$ cat config.mk
export PLATFORM = sky130hd
export DESIGN_NAME = uart_frame_deframer_sum8
export DESIGN_NICKNAME = d
export VERILOG_FILES = /design/src/ufd_pkg.sv /design/src/ufd_parser.sv /design/src/ufd_res_fifo.sv /design/src/uart_frame_deframer_sum8.sv
export SDC_FILE = /design/constraint.sdc
export NUM_CORES = 1
export LEC_CHECK = 0
export ABC_AREA = 1
export BUFFER_PORTS_ARGS = -buffer_cell sky130_fd_sc_hd__buf_2
export CAP_MARGIN = 30
export CORE_ASPECT_RATIO = 1.5
export CORE_UTILIZATION = 40
export CTS_CLUSTER_DIAMETER = 200
export CTS_CLUSTER_SIZE = 12
export DETAILED_ROUTE_END_ITERATION = 10
export PLACE_DENSITY = 0.67
export RECOVER_POWER = 100
export SLEW_MARGIN = 10
export SYNTH_ARGS = -nofsm -noshare
export SYNTH_HDL_FRONTEND = slang
export SYNTH_HIERARCHICAL = 1
export SYNTH_SLANG_ARGS = --single-unit
$ cat constraint.sdc
create_clock -name clk -period 5.75 [get_ports clk]
set_clock_uncertainty 0.05 [all_clocks]
set_input_delay 0.8625 -clock clk [delete_from_list [all_inputs] [get_ports clk]]
set_output_delay 0.8625 -clock clk [all_outputs]
set_load 0.05 [all_outputs]
$ cat src/ufd_pkg.sv
package ufd_pkg;

	localparam logic [7:0] SYNC_FIRST  = 8'h55;
	localparam logic [7:0] SYNC_SECOND = 8'hAA;

	// offsets of the big-endian payload length inside the head
	localparam logic [16:0] LEN_HI_OFS = 17'd4;
	localparam logic [16:0] LEN_LO_OFS = 17'd5;

	typedef enum logic [1:0] {
		ST_OK       = 2'd0,
		ST_BADSUM   = 2'd1,
		ST_OVERSIZE = 2'd2
	} status_t;

	typedef enum logic [2:0] {
		PH_HUNT,
		PH_ARMED,
		PH_HEAD,
		PH_PAYLOAD,
		PH_CHECK
	} phase_t;

	typedef struct packed {
		logic [7:0]  frame_byte;
		logic [16:0] byte_index;
		logic        last;
		status_t     status;
	} result_t;

	// up to two results per accepted item; r1 only with r0
	typedef struct packed {
		logic    v0;
		logic    v1;
		result_t r0;
		result_t r1;
	} push_t;

	localparam int RES_DEPTH = 4;
	localparam int RES_PTR_W = $clog2(RES_DEPTH);
	localparam int RES_CNT_W = $clog2(RES_DEPTH + 1);

endpackage

$ cat src/ufd_parser.sv
module ufd_parser import ufd_pkg::*; #(
	parameter int HEADER_LEN = 6
) (
	input  logic        clk,
	input  logic        arst_n,
	input  logic        acc,
	input  logic [7:0]  rx_byte,
	input  logic        cfg_wr_en,
	input  logic [15:0] cfg_wr_data,
	output push_t       push
);

	localparam logic [16:0] HL = 17'(HEADER_LEN);

	phase_t      phase_q, phase_d;
	logic [15:0] len_q, len_d, len_full;
	logic [16:0] cnt_q, cnt_d, cnt_inc;
	logic [7:0]  sum_q, sum_d;
	logic [15:0] max_q;

	always_ff @(posedge clk or negedge arst_n) begin
		if (!arst_n) begin
			phase_q <= PH_HUNT;
			len_q   <= '0;
			cnt_q   <= '0;
			sum_q   <= '0;
			max_q   <= 16'd1024;
		end else begin
			phase_q <= phase_d;
			len_q   <= len_d;
			cnt_q   <= cnt_d;
			sum_q   <= sum_d;
			if (cfg_wr_en) begin
				max_q <= cfg_wr_data;
			end
		end
	end

	assign cnt_inc = cnt_q + 17'd1;

	// length as it stands after this head byte
	always_comb begin
		if (cnt_q == LEN_HI_OFS) begin
			len_full = {rx_byte, 8'h00};
		end else if (cnt_q == LEN_LO_OFS) begin
			len_full = {len_q[15:8], rx_byte};
		end else begin
			len_full = len_q;
		end
	end

	always_comb begin
		phase_d = phase_q;
		len_d   = len_q;
		cnt_d   = cnt_q;
		sum_d   = sum_q;
		push    = '0;
		push.r0 = '{frame_byte: rx_byte, byte_index: cnt_q, last: 1'b0, status: ST_OK};
		push.r1 = '{frame_byte: SYNC_SECOND, byte_index: 17'd1, last: 1'b0, status: ST_OK};
		if (acc) begin
			case (phase_q)
				PH_HUNT: begin
					if (rx_byte == SYNC_FIRST) begin
						phase_d = PH_ARMED;
					end
				end
				PH_ARMED: begin
					if (rx_byte == SYNC_SECOND) begin
						push.v0 = 1'b1;
						push.v1 = 1'b1;
						push.r0 = '{frame_byte: SYNC_FIRST, byte_index: 17'd0,
							last: 1'b0, status: ST_OK};
						sum_d   = SYNC_FIRST + SYNC_SECOND;
						cnt_d   = 17'd2;
						len_d   = '0;
						phase_d = PH_HEAD;
					end else if (rx_byte != SYNC_FIRST) begin
						phase_d = PH_HUNT;
					end
				end
				PH_HEAD: begin
					push.v0 = 1'b1;
					if (cnt_q == LEN_LO_OFS && len_full > max_q) begin
						// declared length too large: close the frame here
						push.r0.last   = 1'b1;
						push.r0.status = ST_OVERSIZE;
						phase_d = PH_HUNT;
						len_d   = '0;
						cnt_d   = '0;
						sum_d   = '0;
					end else begin
						len_d = len_full;
						sum_d = sum_q + rx_byte;
						cnt_d = cnt_inc;
						if (cnt_inc >= HL) begin
							phase_d = (cnt_inc >= HL + {1'b0, len_full}) ? PH_CHECK
								: PH_PAYLOAD;
						end
					end
				end
				PH_PAYLOAD: begin
					push.v0 = 1'b1;
					sum_d   = sum_q + rx_byte;
					cnt_d   = cnt_inc;
					if (cnt_inc >= HL + {1'b0, len_q}) begin
						phase_d = PH_CHECK;
					end
				end
				PH_CHECK: begin
					push.v0 = 1'b1;
					push.r0.last   = 1'b1;
					push.r0.status = (rx_byte == sum_q) ? ST_OK : ST_BADSUM;
					phase_d = PH_HUNT;
					len_d   = '0;
					cnt_d   = '0;
					sum_d   = '0;
				end
				default: begin
					phase_d = PH_HUNT;
					len_d   = '0;
					cnt_d   = '0;
					sum_d   = '0;
				end
			endcase
		end
	end

endmodule

$ cat src/ufd_res_fifo.sv
module ufd_res_fifo import ufd_pkg::*; (
	input  logic    clk,
	input  logic    arst_n,
	input  push_t   push,
	input  logic    pop,
	output result_t head,
	output logic    not_empty,
	output logic    room2
);

	result_t                mem_q [RES_DEPTH];
	logic [RES_PTR_W-1:0]   wptr_q, rptr_q;
	logic [RES_CNT_W-1:0]   cnt_q;
	logic [RES_CNT_W-1:0]   n_wr;

	assign n_wr      = RES_CNT_W'(push.v0) + RES_CNT_W'(push.v1);
	assign not_empty = cnt_q != '0;
	assign room2     = cnt_q <= RES_CNT_W'(RES_DEPTH - 2);
	assign head      = mem_q[rptr_q];

	always_ff @(posedge clk) begin
		if (push.v0) begin
			mem_q[wptr_q] <= push.r0;
		end
		if (push.v1) begin
			mem_q[wptr_q + RES_PTR_W'(1)] <= push.r1;
		end
	end

	always_ff @(posedge clk or negedge arst_n) begin
		if (!arst_n) begin
			wptr_q <= '0;
			rptr_q <= '0;
			cnt_q  <= '0;
		end else begin
			wptr_q <= wptr_q + RES_PTR_W'(n_wr);
			if (pop) begin
				rptr_q <= rptr_q + RES_PTR_W'(1);
			end
			cnt_q <= cnt_q + n_wr - RES_CNT_W'(pop);
		end
	end

endmodule

$ cat src/uart_frame_deframer_sum8.sv
// Frame parser for 0x55 0xAA / length / sum8 serial frames.
// Results pass through the result queue, whose head entry drives the output.
// Throughput: one item per cycle while not stalled; the header-confirm item makes
// two results, so the 4-entry queue raises in_stall when under two slots are free.
// Reset (arst_n low, asynchronous): hunt for header, counters and sum cleared,
// result queue emptied, max_payload_len back to 1024.
module uart_frame_deframer_sum8 import ufd_pkg::*; #(
	parameter int HEADER_LEN = 6
) (
	input  logic        clk,
	input  logic        arst_n,
	// input channel
	input  logic        in_valid,
	output logic        in_stall,
	input  logic [7:0]  rx_byte,
	// result channel
	output logic        out_valid,
	input  logic        out_stall,
	output logic [7:0]  frame_byte,
	output logic [16:0] byte_index,
	output logic        last,
	output logic [1:0]  status,
	// max_payload_len register
	input  logic        cfg_wr_en,
	input  logic [15:0] cfg_wr_data
);

	push_t   push;
	result_t head;
	logic    room2;
	logic    acc;
	logic    pop;

	// the queue must take a full two-result push before an item is taken
	assign in_stall = !room2;
	assign acc      = in_valid && room2;
	assign pop      = out_valid && !out_stall;

	// phase tracking, length capture, sum and status for one item
	ufd_parser #(
		.HEADER_LEN (HEADER_LEN)
	) u_parser (
		.clk         (clk),
		.arst_n      (arst_n),
		.acc         (acc),
		.rx_byte     (rx_byte),
		.cfg_wr_en   (cfg_wr_en),
		.cfg_wr_data (cfg_wr_data),
		.push        (push)
	);

	// result queue doubles as output register; head entry is the output item
	ufd_res_fifo u_fifo (
		.clk       (clk),
		.arst_n    (arst_n),
		.push      (push),
		.pop       (pop),
		.head      (head),
		.not_empty (out_valid),
		.room2     (room2)
	);

	assign frame_byte = head.frame_byte;
	assign byte_index = head.byte_index;
	assign last       = head.last;
	assign status     = head.status;

endmodule

== Word level (Yosys, flattened, before mapping) ==
Memories as Yosys holds them, arrays and structs flattened.
Index checks and enable logic that the tools add are counted.

* Magnitude comparators: 5
* Bitwise operators: 2
* Equality and inequality tests: 15
* Add/subtract/negate cells: 10
* Reductions and logical operators: 12
* Multiplexer cells: 30

{| class="wikitable"
|+ Operators by type and width
! operator !! count
|-
| $pmux W17 S4 || 1
|-
| $mux W30 || 2
|-
| $mux W16 || 3
|-
| $pmux W16 S3 || 1
|-
| $add A3 B16 Y17 const A || 2
|-
| $eq A17 B3 Y1 const B || 2
|-
| $ge A17 B17 Y1 || 2
|-
| $mux W17 || 2
|-
| $pmux W8 S4 || 1
|-
| $mux W26 || 1
|-
| $mux W3 || 8
|-
| $mux W8 || 3
|-
| $add A17 B1 Y17 const B || 1
|-
| $ge A17 B3 Y1 const B || 1
|-
| $gt A16 B16 Y1 || 1
|-
| $pmux W3 S4 || 1
|-
| $pmux W3 S3 || 1
|-
| $add A8 B8 Y8 || 1
|-
| $eq A8 B7 Y1 const B || 1
|-
| $eq A8 B8 Y1 || 1
|-
| $eq A8 B8 Y1 const B || 1
|-
| $ne A8 B7 Y1 const B || 1
|-
| $eq A3 B2 Y1 const B || 2
|-
| $ne A2 B1 Y1 const B || 3
|-
| 20 further kinds || 31
|}

* Memories kept: 1
* RAM bits: 112
* Input port bits: 29
* Bits in registers: 67
* Output and inout port bits: 30

{| class="wikitable"
|+ Memory list
! name !! words !! bits a word !! rd ports !! clocked after Yosys merged registers in !! wr ports !! line !! RTL
|-
| u_fifo.mem_q || 4 || 28 || 1 || 0 || 2 || ufd_res_fifo.sv:11 || <nowiki>result_t mem_q [RES_DEPTH];</nowiki>
|}

== Longest topological paths before layout ==
* Depth in word-level cells: 11
* Depth in mapped cells: 27
* Depth with buffers taken out: 26

== Cells and area by module ==
The synthesis kept the hierarchy.

{| class="wikitable"
|+ By module, submodules not included
! module !! sequential area each (µm²) !! cells each !! area an instance (µm²) !! times used
|-
| ufd_res_fifo || 3538.4 || 875 || 6912.9 || 1
|-
| ufd_parser || 1502.7 || 828 || 5766.8 || 1
|-
| uart_frame_deframer_sum8 || 0.0 || 5 || 21.3 || 1
|}

== Worst setup path before layout ==
Ideal clock, no wire load.

* Path kind: input port to flip-flop
* From: input port rx_byte[0]
* To: memory u_fifo/mem_q[2][0] (netlist name) (enable)
* Path buffers: 4
* Library setup time: 385 ps
* Arrival time: 3106 ps
* Stages: 11
* Path slack: 2209 ps
* Path through: inv_1 -> nand4_1 -> nor3_1 -> inv_1 -> nor2_1 -> clkbuf_1 -> buf_2 -> nand3_1 -> buf_4 -> buf_6 -> nand2_1

{| class="wikitable"
|+ RTL lines
! what !! line !! RTL
|-
| start, declared || uart_frame_deframer_sum8.sv:15 || <nowiki>input logic [7:0] rx_byte,</nowiki>
|-
| end, declared || ufd_res_fifo.sv:11 ||
|}

== Worst setup path in the final report ==
* From: register u_fifo.rptr_q[1]
* To: output port byte_index[16]

* Longest elaborated chain between the ends: 1

{| class="wikitable"
|+ RTL lines
! what !! line !! RTL
|-
| start, declared || ufd_res_fifo.sv:12 || <nowiki>logic [RES_PTR_W-1:0] wptr_q, rptr_q;</nowiki>
|-
| start signal, assigned || ufd_res_fifo.sv:38 || <nowiki>rptr_q <= rptr_q + RES_PTR_W'(1);</nowiki>
|-
| $mem_v2 Z4 W28 || n/a ||
|-
| end, declared || uart_frame_deframer_sum8.sv:20 || <nowiki>output logic [16:0] byte_index,</nowiki>
|}

Every way passes these cells.

==> results.cfg <==
[setup_path]
cp_slowest_cell = clkbuf_1
cp-startpoint = u_fifo/rptr_q[1]
cp_num_cells = 6
critPathCaptureType = output pin
cp_top_family = buffers and inverters
crit_required_ns = 4.84
critical_path_class = flip-flop to output pin
cpMostUsedCell = clkbuf_1
critPathMaxFanout = 29
regToRegStartpoint = u_fifo/cnt_q[0]
reg2reg_slack_ns = 1.20
critPathCapture = byte_index[16]
crit_arrival_ns = 3.86
start_kind = flip-flop
max_stage_delay_ns = 1.22
path_buf_inv = 4
rr_worst_depth = 10
r2r_end = u_fifo/mem_q[3][1]
worstPathCellList = clkbuf_1 -> inv_1 -> clkbuf_1 -> nand3_1 -> nand2_1 -> clkbuf_1

[floorplan]
ios = 59
fp.dieH_um = 220
initial_utilization = 0.408
dieArea_um2 = 32500
num_rows = 79
die_w_um = 147
core_area_um2 = 31100

[logic_synthesis]
ys_async_sr_fraction = 0.374
synth_top_family_by_area = simple AND/OR/NAND/NOR gates
synth_cells = 1708
yosys_most_used_dff = edfxtp_1
synth_fa_ha_area_frac = 0.0692
synth-seq-area-share = 0.397
synthXorXnorAreaFrac = 0.0234
synth_warnings = 6
synth-simple-area-share = 0.305
synth-edff-count = 112
ys_ff_latch = 179
yosysTopAreaCell = edfxtp_1
synthMostInstantiatedCell = nand2_1
synth_area_um2 = 12700
synth_area_leaders = edfxtp_1 26%, nand2_1 16%, dfrtp_1 13%
syn_area_per_cell_um2 = 7.44
yosys-top-cells-count = 525 x nand2_1, 272 x inv_1, 145 x nand3_1, 112 x edfxtp_1, 86 x nor2_1
synth_compound_area_frac = 0.0699
synth_top_cell_area_share = 0.265
synthMuxAreaShare = 0.000887
synth_cell_types = 46

[cells_and_area]
design_area_um2 = 13600
fin_nets = 1828
layout-drive-gt1-share = 0.0602
diodes = 0
areaGrowthSynthToFinish_pct = 6.99

[clock_network]
ctsResizeCount = 0
clk_pin_slew_worst_paths_ns = 0.07
clk_path_buf_depth = 2
cts.sinks = 179
cts_tree = built
cts_buffers = 17
root_buffer = clkbuf_16
postCtsHoldBufs = 0
postCtsSetupBuffers = 0
insertion_delay_ns = 0.45
htreeDepth = 4

[detailed_routing]
wl_um = 34100
via_per_inst = 5.19
drt_first_pass_iters = 5
vias = 11200
drc = 0
post_drt_wl_per_cell_um = 15.9
ant_nets = 0
drt-initial-drc-count = 672

[pwr]
leakage_uw = 0.00665
powerDensity_nw_per_um2 = 429
vdd_drop_max_uv = 263

[placed_design]
gp_congestion = 0.977
port_buffers = 58
place_area_um2 = 13100
dp_hpwl_um = 24500

[min_path]
hold_class = flip-flop to flip-flop

[timing]
slew_headroom = -0.366
hold_viol = 0
worst_pin_slew_ns = 2.05
fin_crit_ns = 4.77
fin_tns_setup_ns = 0
setup_viol = 0
period_share = 0.830
rsz0062_at_grt = false
maxSlewViolCount = 228
fmax_ghz = 0.210

[outcome]
violations = capacitance limit, slew limit
status = finished with violations

[global_route]
grt_max_degree = 75
grt_pass1_vias = 10900
overflow = 0
grtUsageTotal = 0.219
antenna_found_initial = 0
grt_pass1_wl_um = 54900

[run]
maxCapViolCount = 7
[routing by layer]
| layer | vias to the layer above | track usage | part of all wire |
|---|---|---|---|
| li1 | 5509 | - | - |
| met1 | 5095 | 0.221 | 0.37 |
| met2 | 394 | 0.406 | 0.51 |
| met3 | 154 | 0.0307 | 0.042 |
| met4 | 0 | 0.170 | 0.074 |
| met5 | - | 0 | 0 |
[worst reg2reg max path: cells and delay by family (launching register included)]
kind / cells / cell delay [ns]
and+or+nand+nor: 4 / 0.62
DFF: 1 / 0.41
buffers and inverters: 5 / 2.91
AOI/OAI and AO/OA: 1 / 0.19
[logic make-up (layout without fill, tap and decap cells)]
logic type / Yosys count / count (layout)
flops: 179 / 179
xor+xnor: 34 / 34
other cells: 2 / 28
simple gates: 883 / 883
mux: 1 / 1
buf+inv: 379 / 388
compound gates: 161 / 161
fa+ha+maj: 69 / 69
[metrics by stage]
stage	hold WS (ns)	utilization	instances	worst slack, ns	total power (uW)
global route	0.473	0.436	2148	0.619	6260
detailed placement	0.439	0.421	2116	1.65	4750
floorplan	0.415	-	1734	2.21	4020
global placement	0.429	0.420	2114	1.71	4650
CTS	0.449	0.440	2148	1.71	5910
finish	0.447	0.436	2148	0.977	5830
[cells in the final DEF (no fill, tap or decap), types with 28 or more instances in the layout]
cell type	n
edfxtp_1	112
nor2_1	87
clkbuf_1	43
nand3_1	146
ha_1	67
a21oi_1	43
nand4_1	80
inv_1	273
dfrtp_1	65
conb_1	28
nand2_1	526
o21ai_0	88
[state kept, by name (all words and copies together), names as in the netlist]
| signal | flops |
|---|---|
| u_parser/cnt_q | 17 |
| u_parser/sum_q | 8 |
| u_parser/len_q | 16 |
| u_fifo/rptr_q | 2 |
| u_parser/max_q | 16 |
| u_parser/phase_q | 3 |
| u_fifo/wptr_q | 2 |
| u_fifo/cnt_q | 3 |
| u_fifo/mem_q | 112 |
[worst min path at each step]
stage / startpoint / to / slack [ns] / cells after the start
floorplan: u_parser/sum_q[0] / u_parser/sum_q[0] / 0.41 / 2
global placement: u_parser/sum_q[6] / u_parser/sum_q[6] / 0.43 / 2
detailed placement: u_parser/max_q[10] / u_parser/max_q[10] / 0.44 / 2
CTS: u_parser/max_q[10] / u_parser/max_q[10] / 0.45 / 2
global route: u_parser/max_q[10] / u_parser/max_q[10] / 0.47 / 2
finish: u_parser/max_q[10] / u_parser/max_q[10] / 0.45 / 2
[power by group]
part	leakage (uW)	internal, uW	switching (uW)
combinational	0.00452	846	2140
sequential	0.00187	1560	124
clock	0.000264	644	516
total	0.00665	3050	2780
[final cells by class]
cell class / instances / area [um^2]
inverter: 278 / 1040
sequential: 179 / 5040
tap: 405 / 507
clock buffer: 21 / 440
fill: 3131 / 17500
clock inverter: 11 / 131
multi-input combinational: 1176 / 6050
timing repair buffer: 78 / 374
No activity file was read; power rests on OpenSTA's default activity.
